--- config.mk ---
export PLATFORM = sky130hd
export DESIGN_NAME = nfks_fifo
export DESIGN_NICKNAME = d
export VERILOG_FILES = /design/src/sv/nfks_pkg.sv /design/src/sv/nfks_fifo.sv
export VERILOG_INCLUDE_DIRS = /design/src /design/src/sv
export SDC_FILE = /design/constraint.sdc
export NUM_CORES = 1
export LEC_CHECK = 0
export BUFFER_PORTS_ARGS = -buffer_cell sky130_fd_sc_hd__buf_2
export CAP_MARGIN = 20
export CORE_ASPECT_RATIO = 0.5
export CORE_MARGIN = 1
export CORE_UTILIZATION = 55
export CTS_CLUSTER_DIAMETER = 200
export CTS_CLUSTER_SIZE = 12
export DETAILED_ROUTE_END_ITERATION = 12
export PLACE_DENSITY = 0.77
export SYNTH_ARGS = -nofsm -noshare
export SYNTH_HDL_FRONTEND = slang
export SYNTH_SLANG_ARGS = --single-unit
--- constraint.sdc ---
create_clock -name clk -period 3.2 [get_ports clk]
set_input_delay 0.8 -clock clk [delete_from_list [all_inputs] [get_ports clk]]
set_output_delay 0.8 -clock clk [all_outputs]
set_load 0.01 [all_outputs]
--- src/sv/assert_macros.svh ---
// assertion macros shared by the nearest feature selector rtl
// no dependencies; included by the files that carry assertions
`ifndef ASSERT_MACROS_SVH
`define ASSERT_MACROS_SVH

// property checked on every rising edge outside reset
`define NFKS_ASSERT(lbl, clk, rstn, prop, msg) \
	lbl: assert property (@(posedge clk) disable iff (!rstn) (prop)) else $error(msg);

// condition that must never be seen outside reset
`define NFKS_NEVER(lbl, clk, rstn, cond, msg) \
	lbl: assert property (@(posedge clk) disable iff (!rstn) !(cond)) else $error(msg);

`endif

--- src/sv/nfks_pkg.sv ---
// shared types, codes and constants of the nearest feature selector
// no dependencies
`default_nettype none
package nfks_pkg;

	localparam int AIRPORT_CAP_DEF = 200;
	localparam int NAVAID_CAP_DEF  = 100;
	localparam int FIX_DEPTH_DEF   = 512;

	localparam int DIST_W  = 48;
	localparam int ID_W    = 16;
	localparam int ENTRY_W = 17;
	localparam int CAT_W   = 3;
	localparam int LAT_W   = 24;
	localparam int LON_W   = 25;
	localparam int LATWIN_W = 22;
	localparam int LONWIN_W = 24;
	localparam int SCALE_W = 16;
	localparam int MAXC_W  = 10;
	localparam int RPOS_W  = 10;
	localparam int CFG_IDX_W = 3;
	localparam int CFG_DATA_W = 25;

	localparam int FIFO_DEPTH = 4;
	localparam int FIFO_AW    = 2;

	localparam logic [SCALE_W-1:0] LON_SCALE_RST = 16'd32768;

	typedef enum logic [1:0] {
		REQ_LOAD  = 2'd0,
		REQ_FETCH = 2'd1,
		REQ_CLEAR = 2'd2,
		REQ_NONE  = 2'd3
	} req_t;

	typedef enum logic [CAT_W-1:0] {
		CAT_AIRPORT  = 3'd0,
		CAT_VOR      = 3'd1,
		CAT_NDB      = 3'd2,
		CAT_FIX      = 3'd3,
		CAT_WAYPOINT = 3'd4,
		CAT_OTHER    = 3'd5
	} cat_t;

	typedef enum logic [CFG_IDX_W-1:0] {
		CFG_OWN_LAT    = 3'd0,
		CFG_OWN_LON    = 3'd1,
		CFG_LAT_WINDOW = 3'd2,
		CFG_LON_WINDOW = 3'd3,
		CFG_LON_SCALE  = 3'd4,
		CFG_MAX_COUNT  = 3'd5
	} cfg_idx_t;

	typedef enum logic [1:0] {
		OP_LOAD  = 2'd0,
		OP_FETCH = 2'd1,
		OP_CLEAR = 2'd2
	} op_t;

	typedef enum logic [1:0] {
		SEL_AIRPORT = 2'd0,
		SEL_NAVAID  = 2'd1,
		SEL_FIX     = 2'd2
	} sel_t;

	typedef struct packed {
		op_t                op;
		sel_t               sel;
		logic [DIST_W-1:0]  range_sq;
		logic [ENTRY_W-1:0] entry;
	} q_item_t;

	typedef struct packed {
		logic signed [LAT_W-1:0] own_lat;
		logic signed [LON_W-1:0] own_lon;
		logic [LATWIN_W-1:0]     lat_window;
		logic [LONWIN_W-1:0]     lon_window;
		logic [SCALE_W-1:0]      lon_scale;
	} geo_cfg_t;

	typedef enum logic [1:0] {
		INS_IDLE  = 2'd0,
		INS_TOP   = 2'd1,
		INS_SHIFT = 2'd2,
		INS_CMP   = 2'd3
	} ins_state_t;

	typedef enum logic [1:0] {
		BK_IDLE  = 2'd0,
		BK_LOAD  = 2'd1,
		BK_FETCH = 2'd2
	} bk_state_t;

endpackage
`default_nettype wire

--- src/sv/nfks_fifo.sv ---
// short request queue between front and back
// depends on nfks_pkg and assert_macros.svh
`default_nettype none
`include "assert_macros.svh"
module nfks_fifo import nfks_pkg::*; (
	input  wire logic    clk,
	input  wire logic    arst_n,
	input  wire logic    push,
	input  wire q_item_t push_item,
	output logic         full,
	input  wire logic    pop,
	output q_item_t      pop_item,
	output logic         not_empty
);

	q_item_t slot_q [FIFO_DEPTH];
	logic [FIFO_AW-1:0] wptr_q, rptr_q;
	logic [FIFO_AW:0] cnt_q;

	assign full = (cnt_q == (FIFO_AW+1)'(FIFO_DEPTH));
	assign not_empty = (cnt_q != '0);
	assign pop_item = slot_q[rptr_q];

	always_ff @(posedge clk or negedge arst_n) begin
		if (!arst_n) begin
			wptr_q <= '0;
			rptr_q <= '0;
			cnt_q <= '0;
		end else begin
			if (push) wptr_q <= wptr_q + 1'b1;
			if (pop) rptr_q <= rptr_q + 1'b1;
			cnt_q <= cnt_q + (FIFO_AW+1)'(push) - (FIFO_AW+1)'(pop);
		end
	end

	always_ff @(posedge clk) begin
		if (push) slot_q[wptr_q] <= push_item;
	end

	`NFKS_NEVER(a_fifo_over, clk, arst_n, push && full, "push into full queue")
	`NFKS_NEVER(a_fifo_under, clk, arst_n, pop && !not_empty, "pop from empty queue")

endmodule
`default_nettype wire

# Yosys cells after proc, flatten, opt, wreduce, memory -nomap -nowiden
# Memory sizes are Yosys's and may differ from the RTL's.
# Cells that the tools add are included.
# W data, S select, Z words.
[word_totals]
mem_count = 1
out_inout_bits = 71
ramBits = 276
reg_bits = 7
[memory_table]
columns = ["name", "depth", "word_bits", "rd", "rd_ports_with_merged_regs", "wr", "line", "text"]
rows = [
  ["slot_q", 4, 69, 1, 0, 1, "nfks_fifo.sv:16", "q_item_t slot_q [FIFO_DEPTH];"],
]
[op_classes]
n_eq_ne = 1
addsub = 4
n_mux = 2
n_reduce_logical = 1
[op_table]
columns = ["op", "n"]
rows = [
  ["$add A2 B1 Y2 const B", 2],
  ["$add A3 B1 Y3", 1],
  ["$eq A3 B3 Y1 const B", 1],
  ["$reduce_bool A3 Y1", 1],
  ["$sub A3 B1 Y3", 1],
  ["$mux W1", 2],
]

# Logic depth before layout (Yosys ltp)
[logic_depth]
depth_word = 2
depth_mapped = 6
depth_no_buf = 6

# Worst setup path before layout
# OpenSTA, ideal clock, no wires.
[synth_timing]
kind = "input to register"
start = "in push"
end = "mem slot_q[0][0] (netlist name) (enable)"
setup_slack_ps = 348
t_arrival_ps = 2418
cell_stages = 1
path_buffers = 0
path_cell_list = "and2_1"
[synth_between]
elab_chain_len = 2
[synth_lines]
columns = ["element", "line", "text"]
rows = [
  ["start, declared", "nfks_fifo.sv:8", "input wire logic push,"],
  ["$mux W1", "nfks_fifo.sv:37", "if (push) slot_q[wptr_q] <= push_item;"],
  ["$mux W1 (implied by the code)", "nfks_fifo.sv:37", ""],
  ["end, declared", "nfks_fifo.sv:16", ""],
]
# Every way passes these cells.

==> impl_metrics.env <==
export IMPL_status="complete, no violations"
export IMPL_multiInputGateArea_um2=1760
export IMPL_route_antenna_remaining_nets=0
export IMPL_sink_count_of_the_clock_tree=283
export IMPL_top_level_ports=144
export IMPL_cts_max_level=1
export IMPL_wire_length_of_the_first_global_routing_pass_um=27800
export IMPL_critical_path_endpoint_type="output port"
export IMPL_netlist_top_cell_by_area="edfxtp_1"
export IMPL_path_buf_inv=2
export IMPL_p_leak_nw=4.20
export IMPL_cts_buffer_depth=3
export IMPL_syn_num_nets=475
export IMPL_crit_path_start_kind="register"
export IMPL_dr_pass1_iters=5
export IMPL_worst_path_stages=3
export IMPL_drt_total_wl_um=18300
export IMPL_cts_reportedPaths_clkPinSlew_ns=0.06
export IMPL_max_slew_margin_pct=63.7
export IMPL_io_buffer_count=143
export IMPL_worstPathCellList="buf_4 > mux4_2 > buf_2"
export IMPL_nets=646
export IMPL_grt_start_max_net_pins=60
export IMPL_die_width_um=197
export IMPL_synth_mux_area_share_pct=14.9
export IMPL_average_vias_per_placed_instance=5.50
export IMPL_detail_route_wl_per_cell_um=21.9
export IMPL_weighted_congestion_at_the_end_of_routability_driven_global_placement=0.728
export IMPL_design_die_area_um2=19500
export IMPL_detailroute_wirelength_met3_um=975
export IMPL_clock_tree_from_tritoncts="built"
export IMPL_irDropWorstVdd_mv=0.619
export IMPL_yosys_warnings=0
export IMPL_global_route_usage_total_pct=19.3
export IMPL_criticalPathCategory="reg -> out"
export IMPL_worst_skew_pair_late_latency_ns=0.52
export IMPL_met2RoutedLength_um=9330
export IMPL_timing_final_crit_share_pct=91.5
export IMPL_hold_class="in -> async"
export IMPL_synthesis_area_per_instance_um2=26.4
export IMPL_cts_hold_buf=0
export IMPL_worstSetupStartpoint="rptr_q[0]$_DFFE_PN0P_"
export IMPL_dpl_hpwl_um=11100
export IMPL_worstPathRequired_ns=2.40
export IMPL_highest_layer="met5"
export IMPL_routed_via_count=4591
export IMPL_syn_inst=395
export IMPL_die_height_um=99.3
export IMPL_fmaxAchievable_ghz=0.342
export IMPL_cts_root_buf="clkbuf_16"
export IMPL_finalClockSkew_ns=0.0143
export IMPL_synth_xor_area_share_pct=0.420
export IMPL_route_detailed_drc=0
export IMPL_slew_viol_final=0
export IMPL_slowest_stage="dfrtp_4"
export IMPL_post_place_cells=795
export IMPL_worstMarginPinSlew_ns=0.545
export IMPL_timing_critical_path_arrival_ns=2.13
export IMPL_sequential_cell_area_um2=8470
export IMPL_synth_top_family_by_area="multiplexers"
export IMPL_placement_setup_worst_slack_ns=0.615
export IMPL_filler_cell_count=1224
export IMPL_final_core_utilization_pct=66.1
export IMPL_fin_setup_tns_ns=0
export IMPL_timing_max_cap_violations=0
export IMPL_timing_reg2reg_worst_path_depth=4
export IMPL_grt_setup_unrepaired="false"
export IMPL_synth_area_leaders="edfxtp_1, mux4_2, dfrtp_1"
export IMPL_synth_yosys_seq_area_share_pct=81.2
export IMPL_cp_top_family="flip-flops"
export IMPL_grt_antenna_before_repair=2
export IMPL_cts_buffers_inserted=27
export IMPL_synthSimpleGateAreaFrac_pct=0.432
export IMPL_syn_cell_area_um2=10400
export IMPL_finalSetupViolations=0
export IMPL_final_cell_count_no_fill=835
export IMPL_initial_core_util_pct=56.4
export IMPL_synthToLayoutAreaGrowth_pct=17.3
export IMPL_via_count_of_the_first_global_routing_pass=4801
export IMPL_grt_overflow_total=0
export IMPL_drtIter0Drc=262
export IMPL_setup_ws_ns=0.273
export IMPL_final_hold_violation_count=0
export IMPL_synth_compound_gate_area_share_pct=0.0480
export IMPL_critPathMaxStageDelay_ns=0.60
export IMPL_synth_top_cell_area_share_pct=79.5
export IMPL_synth_adder_area_share_pct=0.912
export IMPL_critical_path_max_fanout=13
export IMPL_power_density_nw_per_um2=906
export IMPL_layout_drive_gt1_share_pct=45.2
export IMPL_synth_seq_cells=283
export IMPL_core_area_um2=18500
export IMPL_rows=35
export IMPL_met1_length_um=7750
export IMPL_synth_lib_cells_used_distinct=18
export IMPL_final_period_minus_worst_setup_slack_ns=2.93
export IMPL_worst_r2r_startpoint="wptr_q[0]$_DFFE_PN0P_"
==> cells by family (layout without fill, tap and decap cells) <==
group	Yosys count	count (layout)
buffers and inverters	22	202
DFF	283	283
xor gates and xnor gates	5	5
AOI/OAI and AO/OA	1	1
other	0	1
and+or+nand+nor	8	8
adders and majority gates	7	7
muxes	69	69
==> cell usage after synthesis (all sizes together) <==
master    n
clkbuf    1
xor2      3
o21ai     1
mux4     69
dfrtp     7
buf      15
and3      1
inv       6
nand2     2
edfxtp  276
and2      4
or3       1
xnor2     2
fa        1
ha        6
==> power by group <==
group	leakage (nW)	internal (mW)	switching (mW)
Combinational	1.24	1.56	1.63
Sequential	2.62	4.86	0.284
Clock	0.345	1.53	1.21
Total	4.20	7.95	3.12
==> cells in the final DEF, fill, tap and decap left out, types with 2 or more instances in the layout <==
cell type,netlist,final
and2_4,0,4
buf_12,7,7
buf_2,7,143
buf_4,0,7
clkbuf_1,1,10
clkbuf_16,0,27
dfrtp_1,7,5
dfrtp_4,0,2
edfxtp_1,276,276
ha_1,6,6
inv_1,6,6
mux4_2,68,68
nand2_1,2,2
xnor2_1,2,2
xor2_1,3,3
==> worst paths after layout <==
path	end	slack (ns)
worst max-delay path	pop_item[29]	0.27
worst min-delay path	rptr_q[0]$_DFFE_PN0P_	0.10
worst max register to register	slot_q[2][23]$_DFFE_PP_	1.41
worst min register to register	wptr_q[0]$_DFFE_PN0P_	0.55
max in group asynchronous	rptr_q[1]$_DFFE_PN0P_	2.92
min in group clk	slot_q[2][59]$_DFFE_PP_	0.49
==> stage by stage <==
| step | total power [mW] | area [um2] | hold WS, ns |
|---|---|---|---|
| finish | 11.1 | 12200 | 0.105 |
| floorplan | 7.36 | 10400 | 0.491 |
| global route | 11.6 | 12200 | 0.0965 |
| CTS | 11.2 | 12200 | 0.0976 |
| detailed placement | 8.46 | 11500 | 0.543 |
| global placement | 8.36 | 11500 | 0.519 |
==> state kept, by name, indices dropped and copies added (netlist names) <==
register and count:
slot_q 276, cnt_q 3, rptr_q 2, wptr_q 2
==> routing by layer <==
metal  vias up  global-route usage [%]
li1       2023                       -
met1      2424                    26.7
met3        22                    4.31
met2       120                    32.0
met5         -                       0
met4         2                    4.65
==> final cells by class <==
cell class                 count  area share, %
clock inverter                 1         0.0614
inverter                       6          0.184
sequential                   283           69.3
multi-input combinational     90           14.4
tap                          259           2.65
timing repair buffer         158           7.56
antenna                        1         0.0205
clock buffer                  37           5.84
==> timing repair <==
item	4_1_cts	5_1_grt
buffers inserted	0	1
gates resized for setup	0	0
setup endpoints to repair	0	5
(Power assumes the default switching activity.)
