--- config.mk ---
export PLATFORM = sky130hd
export DESIGN_NAME = nfks_front
export DESIGN_NICKNAME = d
export VERILOG_FILES = /design/src/sv/assert_macros.svh /design/src/sv/nfks_pkg.sv /design/src/sv/nfks_front.sv
export SDC_FILE = /design/constraint.sdc
export NUM_CORES = 2
export LEC_CHECK = 0
export BUFFER_PORTS_ARGS = -buffer_cell sky130_fd_sc_hd__buf_2
export CAP_MARGIN = 20
export CELL_PAD_IN_SITES_DETAIL_PLACEMENT = 0
export CELL_PAD_IN_SITES_GLOBAL_PLACEMENT = 2
export CORE_MARGIN = 2
export CORE_UTILIZATION = 38
export CTS_BUF_LIST = sky130_fd_sc_hd__clkbuf_4 sky130_fd_sc_hd__clkbuf_8 sky130_fd_sc_hd__clkbuf_16
export CTS_CLUSTER_SIZE = 12
export DETAILED_ROUTE_END_ITERATION = 8
export HOLD_SLACK_MARGIN = 0.08
export PLACE_DENSITY_LB_ADDON = 0.1
export REMOVE_ABC_BUFFERS = 1
export SYNTH_ARGS = -nofsm -noshare
export SYNTH_HDL_FRONTEND = slang
export SYNTH_SLANG_ARGS = --single-unit
--- constraint.sdc ---
create_clock -name clk -period 10.3 [get_ports clk]
set_clock_uncertainty 0.1 [all_clocks]
set_input_delay 2.06 -clock clk [delete_from_list [all_inputs] [get_ports clk]]
set_output_delay 2.06 -clock clk [all_outputs]
set_load 0.02 [all_outputs]
--- src/sv/assert_macros.svh ---
// assertion macros shared by the nearest feature selector rtl
// no dependencies; included by the files that carry assertions
`ifndef ASSERT_MACROS_SVH
`define ASSERT_MACROS_SVH

// property checked on every rising edge outside reset
`define NFKS_ASSERT(lbl, clk, rstn, prop, msg) \
	lbl: assert property (@(posedge clk) disable iff (!rstn) (prop)) else $error(msg);

// condition that must never be seen outside reset
`define NFKS_NEVER(lbl, clk, rstn, cond, msg) \
	lbl: assert property (@(posedge clk) disable iff (!rstn) !(cond)) else $error(msg);

`endif

--- src/sv/nfks_pkg.sv ---
// shared types, codes and constants of the nearest feature selector
// no dependencies
`default_nettype none
package nfks_pkg;

	localparam int AIRPORT_CAP_DEF = 200;
	localparam int NAVAID_CAP_DEF  = 100;
	localparam int FIX_DEPTH_DEF   = 512;

	localparam int DIST_W  = 48;
	localparam int ID_W    = 16;
	localparam int ENTRY_W = 17;
	localparam int CAT_W   = 3;
	localparam int LAT_W   = 24;
	localparam int LON_W   = 25;
	localparam int LATWIN_W = 22;
	localparam int LONWIN_W = 24;
	localparam int SCALE_W = 16;
	localparam int MAXC_W  = 10;
	localparam int RPOS_W  = 10;
	localparam int CFG_IDX_W = 3;
	localparam int CFG_DATA_W = 25;

	localparam int FIFO_DEPTH = 4;
	localparam int FIFO_AW    = 2;

	localparam logic [SCALE_W-1:0] LON_SCALE_RST = 16'd32768;

	typedef enum logic [1:0] {
		REQ_LOAD  = 2'd0,
		REQ_FETCH = 2'd1,
		REQ_CLEAR = 2'd2,
		REQ_NONE  = 2'd3
	} req_t;

	typedef enum logic [CAT_W-1:0] {
		CAT_AIRPORT  = 3'd0,
		CAT_VOR      = 3'd1,
		CAT_NDB      = 3'd2,
		CAT_FIX      = 3'd3,
		CAT_WAYPOINT = 3'd4,
		CAT_OTHER    = 3'd5
	} cat_t;

	typedef enum logic [CFG_IDX_W-1:0] {
		CFG_OWN_LAT    = 3'd0,
		CFG_OWN_LON    = 3'd1,
		CFG_LAT_WINDOW = 3'd2,
		CFG_LON_WINDOW = 3'd3,
		CFG_LON_SCALE  = 3'd4,
		CFG_MAX_COUNT  = 3'd5
	} cfg_idx_t;

	typedef enum logic [1:0] {
		OP_LOAD  = 2'd0,
		OP_FETCH = 2'd1,
		OP_CLEAR = 2'd2
	} op_t;

	typedef enum logic [1:0] {
		SEL_AIRPORT = 2'd0,
		SEL_NAVAID  = 2'd1,
		SEL_FIX     = 2'd2
	} sel_t;

	typedef struct packed {
		op_t                op;
		sel_t               sel;
		logic [DIST_W-1:0]  range_sq;
		logic [ENTRY_W-1:0] entry;
	} q_item_t;

	typedef struct packed {
		logic signed [LAT_W-1:0] own_lat;
		logic signed [LON_W-1:0] own_lon;
		logic [LATWIN_W-1:0]     lat_window;
		logic [LONWIN_W-1:0]     lon_window;
		logic [SCALE_W-1:0]      lon_scale;
	} geo_cfg_t;

	typedef enum logic [1:0] {
		INS_IDLE  = 2'd0,
		INS_TOP   = 2'd1,
		INS_SHIFT = 2'd2,
		INS_CMP   = 2'd3
	} ins_state_t;

	typedef enum logic [1:0] {
		BK_IDLE  = 2'd0,
		BK_LOAD  = 2'd1,
		BK_FETCH = 2'd2
	} bk_state_t;

endpackage
`default_nettype wire

--- src/sv/nfks_front.sv ---
// front end: box test, distance pipeline and request classification
// depends on nfks_pkg
`default_nettype none
module nfks_front import nfks_pkg::*; (
	input  wire logic                    clk,
	input  wire logic                    arst_n,
	input  wire geo_cfg_t                cfg,
	input  wire logic                    in_valid,
	output logic                         in_ready,
	input  wire logic [1:0]              req_type,
	input  wire logic [ID_W-1:0]         feature_id,
	input  wire logic [CAT_W-1:0]        feature_category,
	input  wire logic signed [LAT_W-1:0] feature_lat,
	input  wire logic signed [LON_W-1:0] feature_lon,
	output logic                         push,
	output q_item_t                      push_item,
	input  wire logic                    q_full
);

	logic adv;
	logic signed [LAT_W:0] dlat;
	logic signed [LON_W:0] dlon;
	logic [LAT_W:0] north_full;
	logic [LON_W:0] adlon_full;
	logic in_box, keep;
	op_t op_in;
	sel_t sel_in;
	logic nb_in;
	logic [50:0] sum;

	logic v_s1, v_s2, v_s3, v_s4;
	op_t op_s1, op_s2, op_s3;
	sel_t sel_s1, sel_s2, sel_s3;
	logic [ENTRY_W-1:0] ent_s1, ent_s2, ent_s3;
	logic [LATWIN_W-1:0] north_s1, north_s2;
	logic [LONWIN_W-1:0] adlon_s1;
	logic [39:0] prod_s2;
	logic [43:0] nsq_s3;
	logic [49:0] esq_s3;
	logic [24:0] east;
	q_item_t item_s4;

	assign adv = !(v_s4 && q_full);
	assign in_ready = adv;

	always_comb begin
		dlat = {feature_lat[LAT_W-1], feature_lat} - {cfg.own_lat[LAT_W-1], cfg.own_lat};
		dlon = {feature_lon[LON_W-1], feature_lon} - {cfg.own_lon[LON_W-1], cfg.own_lon};
		north_full = dlat[LAT_W] ? (LAT_W+1)'(-dlat) : (LAT_W+1)'(dlat);
		adlon_full = dlon[LON_W] ? (LON_W+1)'(-dlon) : (LON_W+1)'(dlon);
		in_box = (north_full <= {3'b000, cfg.lat_window}) &&
			(adlon_full <= {2'b00, cfg.lon_window});
		sel_in = SEL_FIX;
		nb_in = 1'b0;
		unique case (feature_category)
			CAT_AIRPORT: sel_in = SEL_AIRPORT;
			CAT_VOR: sel_in = SEL_NAVAID;
			CAT_NDB: begin
				sel_in = SEL_NAVAID;
				nb_in = 1'b1;
			end
			CAT_FIX: sel_in = SEL_FIX;
			CAT_WAYPOINT: begin
				sel_in = SEL_FIX;
				nb_in = 1'b1;
			end
			default: sel_in = SEL_FIX;
		endcase
		op_in = OP_LOAD;
		keep = 1'b0;
		unique case (req_t'(req_type))
			REQ_LOAD: begin
				op_in = OP_LOAD;
				keep = (feature_category <= CAT_WAYPOINT) && in_box;
			end
			REQ_FETCH: begin
				op_in = OP_FETCH;
				keep = 1'b1;
			end
			REQ_CLEAR: begin
				op_in = OP_CLEAR;
				keep = 1'b1;
			end
			default: keep = 1'b0;
		endcase
	end

	assign east = prod_s2[39:15];
	assign sum = {1'b0, esq_s3} + {7'b0, nsq_s3};

	always_ff @(posedge clk or negedge arst_n) begin
		if (!arst_n) begin
			v_s1 <= 1'b0;
			v_s2 <= 1'b0;
			v_s3 <= 1'b0;
			v_s4 <= 1'b0;
		end else if (adv) begin
			v_s1 <= in_valid && keep;
			v_s2 <= v_s1;
			v_s3 <= v_s2;
			v_s4 <= v_s3;
		end
	end

	always_ff @(posedge clk) begin
		if (adv) begin
			op_s1 <= op_in;
			sel_s1 <= sel_in;
			ent_s1 <= {nb_in, feature_id};
			north_s1 <= north_full[LATWIN_W-1:0];
			adlon_s1 <= adlon_full[LONWIN_W-1:0];
			op_s2 <= op_s1;
			sel_s2 <= sel_s1;
			ent_s2 <= ent_s1;
			north_s2 <= north_s1;
			prod_s2 <= adlon_s1 * cfg.lon_scale;
			op_s3 <= op_s2;
			sel_s3 <= sel_s2;
			ent_s3 <= ent_s2;
			nsq_s3 <= north_s2 * north_s2;
			esq_s3 <= east * east;
			item_s4.op <= op_s3;
			item_s4.sel <= sel_s3;
			item_s4.entry <= ent_s3;
			item_s4.range_sq <= (|sum[50:48]) ? {DIST_W{1'b1}} : sum[DIST_W-1:0];
		end
	end

	assign push = v_s4 && !q_full;
	assign push_item = item_s4;

endmodule
`default_nettype wire

* Word level (Yosys, flattened, before mapping)
Index checks and enable logic that the tools add are counted.
Storage, ports and cells: register bits 338, output and inout bits 71
Operators by class: $lt $le $gt $ge 3, add/subtract/negate cells 5, multiplexer cells 6, multipliers 3, equality and inequality tests 5, reduce and logical (&&, ||, !) cells 13
Operator list (count):
- adder 50 x 44 -> 51 bit | 1
- multiplier 25 x 25 -> 50 bit | 1
- multiplier 22 x 22 -> 44 bit | 1
- multiplier 24 x 16 -> 40 bit | 1
- <= comparator 26 x 24 -> 1 bit | 1
- two-way mux 26 bit | 1
- negator 26 bit | 1
- subtractor 25 x 25 -> 26 bit | 1
- <= comparator 25 x 22 -> 1 bit | 1
- two-way mux 25 bit | 1
- negator 25 bit | 1
- subtractor 24 x 24 -> 25 bit | 1
- one-hot mux 2 bit (2 select lines) | 2
- OR reduction 2 bit | 3
- logical AND 1 bit | 5
- equality test 3 x 1 -> 1 bit (second input constant) | 1
- equality test 3 x 2 -> 1 bit (second input constant) | 1
- equality test 3 bit (second input constant) | 1
- <= comparator 3 bit (second input constant) | 1
- zero test 3 bit | 1
- OR reduction 3 bit | 1
- equality test 2 x 1 -> 1 bit (second input constant) | 1
- equality test 2 bit (second input constant) | 1
- zero test 1 bit | 2
- 3 further kinds | 3

* Logic depth before layout (Yosys ltp)
depth in word-level cells 8, mapped depth 29

* Least setup slack after synthesis
Ideal clock, no wire load.
path kind input to output, from input port q_full, to output port in_ready, stages 1, arrival time 8.907 ns, data required time 8.140 ns, slack -0.767 ns, cells stage by stage nand2_1
Between the ends: cells in the longest elaborated chain, start to end 2
Ends and longest elaborated chain:
- from (decl) | RTL line nfks_front.sv:17 | input wire logic q_full
- logical AND 1 bit | RTL line nfks_front.sv:43 | assign adv = !(v_s4 && q_full);
- zero test 1 bit | RTL line nfks_front.sv:43
- to (decl) | RTL line nfks_front.sv:9 | output logic in_ready,
No other way between the ends.

* Worst setup path in the final report
from register prod_s2[21], to register esq_s3[47], data pin
Between the ends: cells in the longest elaborated chain, start to end 1
Ends and longest elaborated chain:
- from (decl) | RTL line nfks_front.sv:37 | logic [39:0] prod_s2;
- from (signal assigned) | RTL line nfks_front.sv:116 | prod_s2 <= adlon_s1 * cfg.lon_scale;
- multiplier 25 x 25 -> 50 bit | RTL line nfks_front.sv:121 | esq_s3 <= east * east;
- to (signal assigned) | RTL line nfks_front.sv:121
- to (decl) | RTL line nfks_front.sv:39 | logic [49:0] esq_s3;
No other way between the ends. A chain may end at the register's enable or synchronous reset.

==> results.json <==
{
  "status": "finished clean",
  "synth.avg_cell_area_um2": 9.74,
  "gp_congestion": 0.832,
  "clock_latency_ps": 610,
  "layout-drive-gt1-share": 0.0707,
  "arrival_ps": 9150,
  "relSlewSlack": 0.259,
  "fp.dieH_um": 399,
  "antenna_found_initial": 6,
  "maxSlewViolCount": 0,
  "tritoncts.num_buffers": 45,
  "synth.ff_latch_count": 321,
  "cts_resized": 0,
  "dieWidth_um": 399,
  "min_period_ps": 8900,
  "post_cts_buffers": 0,
  "end_kind": "flip-flop",
  "crit_required_ps": 10550,
  "yosys.area.top_type": "fa_1",
  "row_count": 145,
  "dp_hpwl_mm": 132,
  "r2r-start": "prod_s2[21]",
  "fp.dieArea_um2": 159000,
  "start_util": 0.381,
  "grt_util_all_layers": 0.207,
  "port_buffers": 255,
  "final.setup.tns_ps": 0,
  "grt_pass1_vias": 44746,
  "netlist_instances": 6096,
  "grt-ovfl-total": 0,
  "finalHoldViolCount": 0,
  "yosys_warnings": 0,
  "synth_common_cells": "inv_1 (1554), fa_1 (1119), nand2_1 (690)",
  "multi_input_area_um2": 43300,
  "dr.pass1.iters": 5,
  "ys_types": 93,
  "diodes": 0,
  "nFillCells": 15678,
  "routed_wl_mm": 159,
  "clk_path_buf_depth": 3,
  "setup_viol": 0,
  "crit_start": "prod_s2[21]",
  "synthTopCellsByArea": "fa_1 (38%), edfxtp_1 (16%), ha_1 (13%)",
  "min_path_type": "flip-flop to flip-flop",
  "seqCellArea_um2": 9620,
  "crit_fanout": 17,
  "ant_nets": 0,
  "ys_seq_area_frac": 0.162,
  "ys_async_sr_fraction": 0.0125,
  "hp-start": "ent_s2[15]",
  "cts_hold_buf": 0,
  "fin_nets": 8204,
  "grt_pass1_wl_mm": 254,
  "num_vias": 40155,
  "drc": 0,
  "cts_num_sinks": 321,
  "yosysMostFrequentCell": "inv_1",
  "tightest_slew_ps": 1110,
  "pin_count": 256,
  "finalCritPeriodShare": 0.864,
  "synth_edf_count": 317,
  "yosysTopAreaCellShare": 0.377,
  "htreeDepth": 2,
  "rsz0062_at_grt": "no",
  "synth_ff_type": "edfxtp_1",
  "first_iter_violations": 1725,
  "grt_max_degree": 141,
  "cts.clk_slew.worst_paths_ps": 60,
  "wl_per_cell_um": 18.9,
  "core-area_um2": 156000,
  "cap_violations": 0,
  "vias_per_cell": 4.78,
  "cts_root_buffer": "clkbuf_16",
  "syn-cell-area_um2": 59400,
  "crit_type": "flip-flop to flip-flop",
  "syn_to_final_growth_pct": 8.86,
  "cts_tree": "done",
  "startpoint_type": "flip-flop",
  "fmax_ghz": 0.112
}
sequential cells by signal, indices dropped and copies added, names as in the netlist, 2 cells and up:
register   count
adlon_s1      24
prod_s2       25
north_s2      22
north_s1      22
sel_s3         2
esq_s3        49
ent_s3        17
op_s2          2
ent_s2        17
op_s1          2
op_s3          2
nsq_s3        43
sel_s2         2
push_item     69
ent_s1        17
sel_s1         2
critical path: stages, from the launching register on:
cell       delay (ps)
edfxtp_1         1000
buf_4             320
nand2_1           110
fa_1              560
inv_1              50
fa_1              480
inv_1              60
fa_1              530
inv_1              40
ha_1              180
fa_1              470
fa_1              550
inv_1              50
fa_1              470
inv_1              40
ha_1              330
nand2_1           100
o21ai_0           150
o41ai_1           480
o2111ai_1         250
a2111oi_2         730
o211ai_1          340
a41o_1            390
a311o_1           400
a31o_1            210
a21oi_1           160
xnor2_1            80
cell usage in the layout, fill, tap and decap left out, types with 6 or more instances in the layout:
cell,count
nor3b_1,7
ha_1,600
a211oi_1,24
clkbuf_16,45
o21bai_1,25
nor2_1,180
a31oi_1,17
and3_1,23
or3_1,16
nor2b_1,37
mux2i_1,11
xnor2_1,152
a211o_1,9
o21ai_1,20
a31o_2,6
o21a_1,37
buf_2,255
o21ai_0,95
fa_1,1119
clkinv_2,11
or2_2,9
edfxtp_1,317
xor2_1,68
nand2_1,689
a21o_1,98
nor3_1,42
or4_1,6
nand4_1,20
inv_1,1554
buf_4,67
o31ai_1,15
a21oi_1,164
o311ai_0,6
nand2b_1,21
o211ai_1,19
and2_1,349
nand3_1,43
a221oi_1,10
metal layers:
| metal | share of wire | wire (um) | global-route usage |
|---|---|---|---|
| met2 | 0.49 | 78000 | 0.361 |
| met3 | 0.037 | 5900 | 0.0268 |
| met5 | 0.000076 | 12 | 0 |
| met1 | 0.45 | 71400 | 0.275 |
| met4 | 0.022 | 3530 | 0.0448 |
per-stage QoR:
stage	std cells	instance area, um^2	setup slack (ps)	hold slack (ps)	util
after floorplan	5928	58700	-767	300	-
after global placement	8310	63100	1240	300	0.406
after detailed placement	8310	63100	1220	305	0.406
after CTS	8392	64600	1360	310	0.415
after global routing	8393	64600	829	320	0.415
final	8393	64600	1400	311	0.415
kinds of logic after synthesis:
family / after synthesis / share of synthesized area
DFF: 321 / 0.162
xor gates and xnor gates: 221 / 0.0327
buffers and inverters: 1722 / 0.109
muxes: 16 / 0.00280
and+or+nand+nor: 1477 / 0.120
adders and majority gates: 1719 / 0.504
AOI/OAI and AO/OA: 620 / 0.0703
final cells by class:
type	instances	share of cell area
clock buffers	48	0.0178
clock inverters	34	0.00525
inverters	1554	0.0902
multi-input cells	4053	0.670
flip-flops and latches	321	0.149
well taps	2058	0.0398
repair buffers	325	0.0283
worst paths after layout:
path / end / cells past startpoint / slack, ps
setup / recovery: esq_s3[47] / 26 / 1400
hold / removal: ent_s3[15] / 0 / 310
setup reg to reg: esq_s3[47] / 26 / 1400
hold reg to reg: ent_s3[15] / 0 / 310
max in group asynchronous: v_s3 / 1 / 8840
min in group asynchronous: v_s1 / 1 / 1130
Power is not shown: default switching activity piles up to over one toggle a cycle in this logic, so the estimate is an artifact.
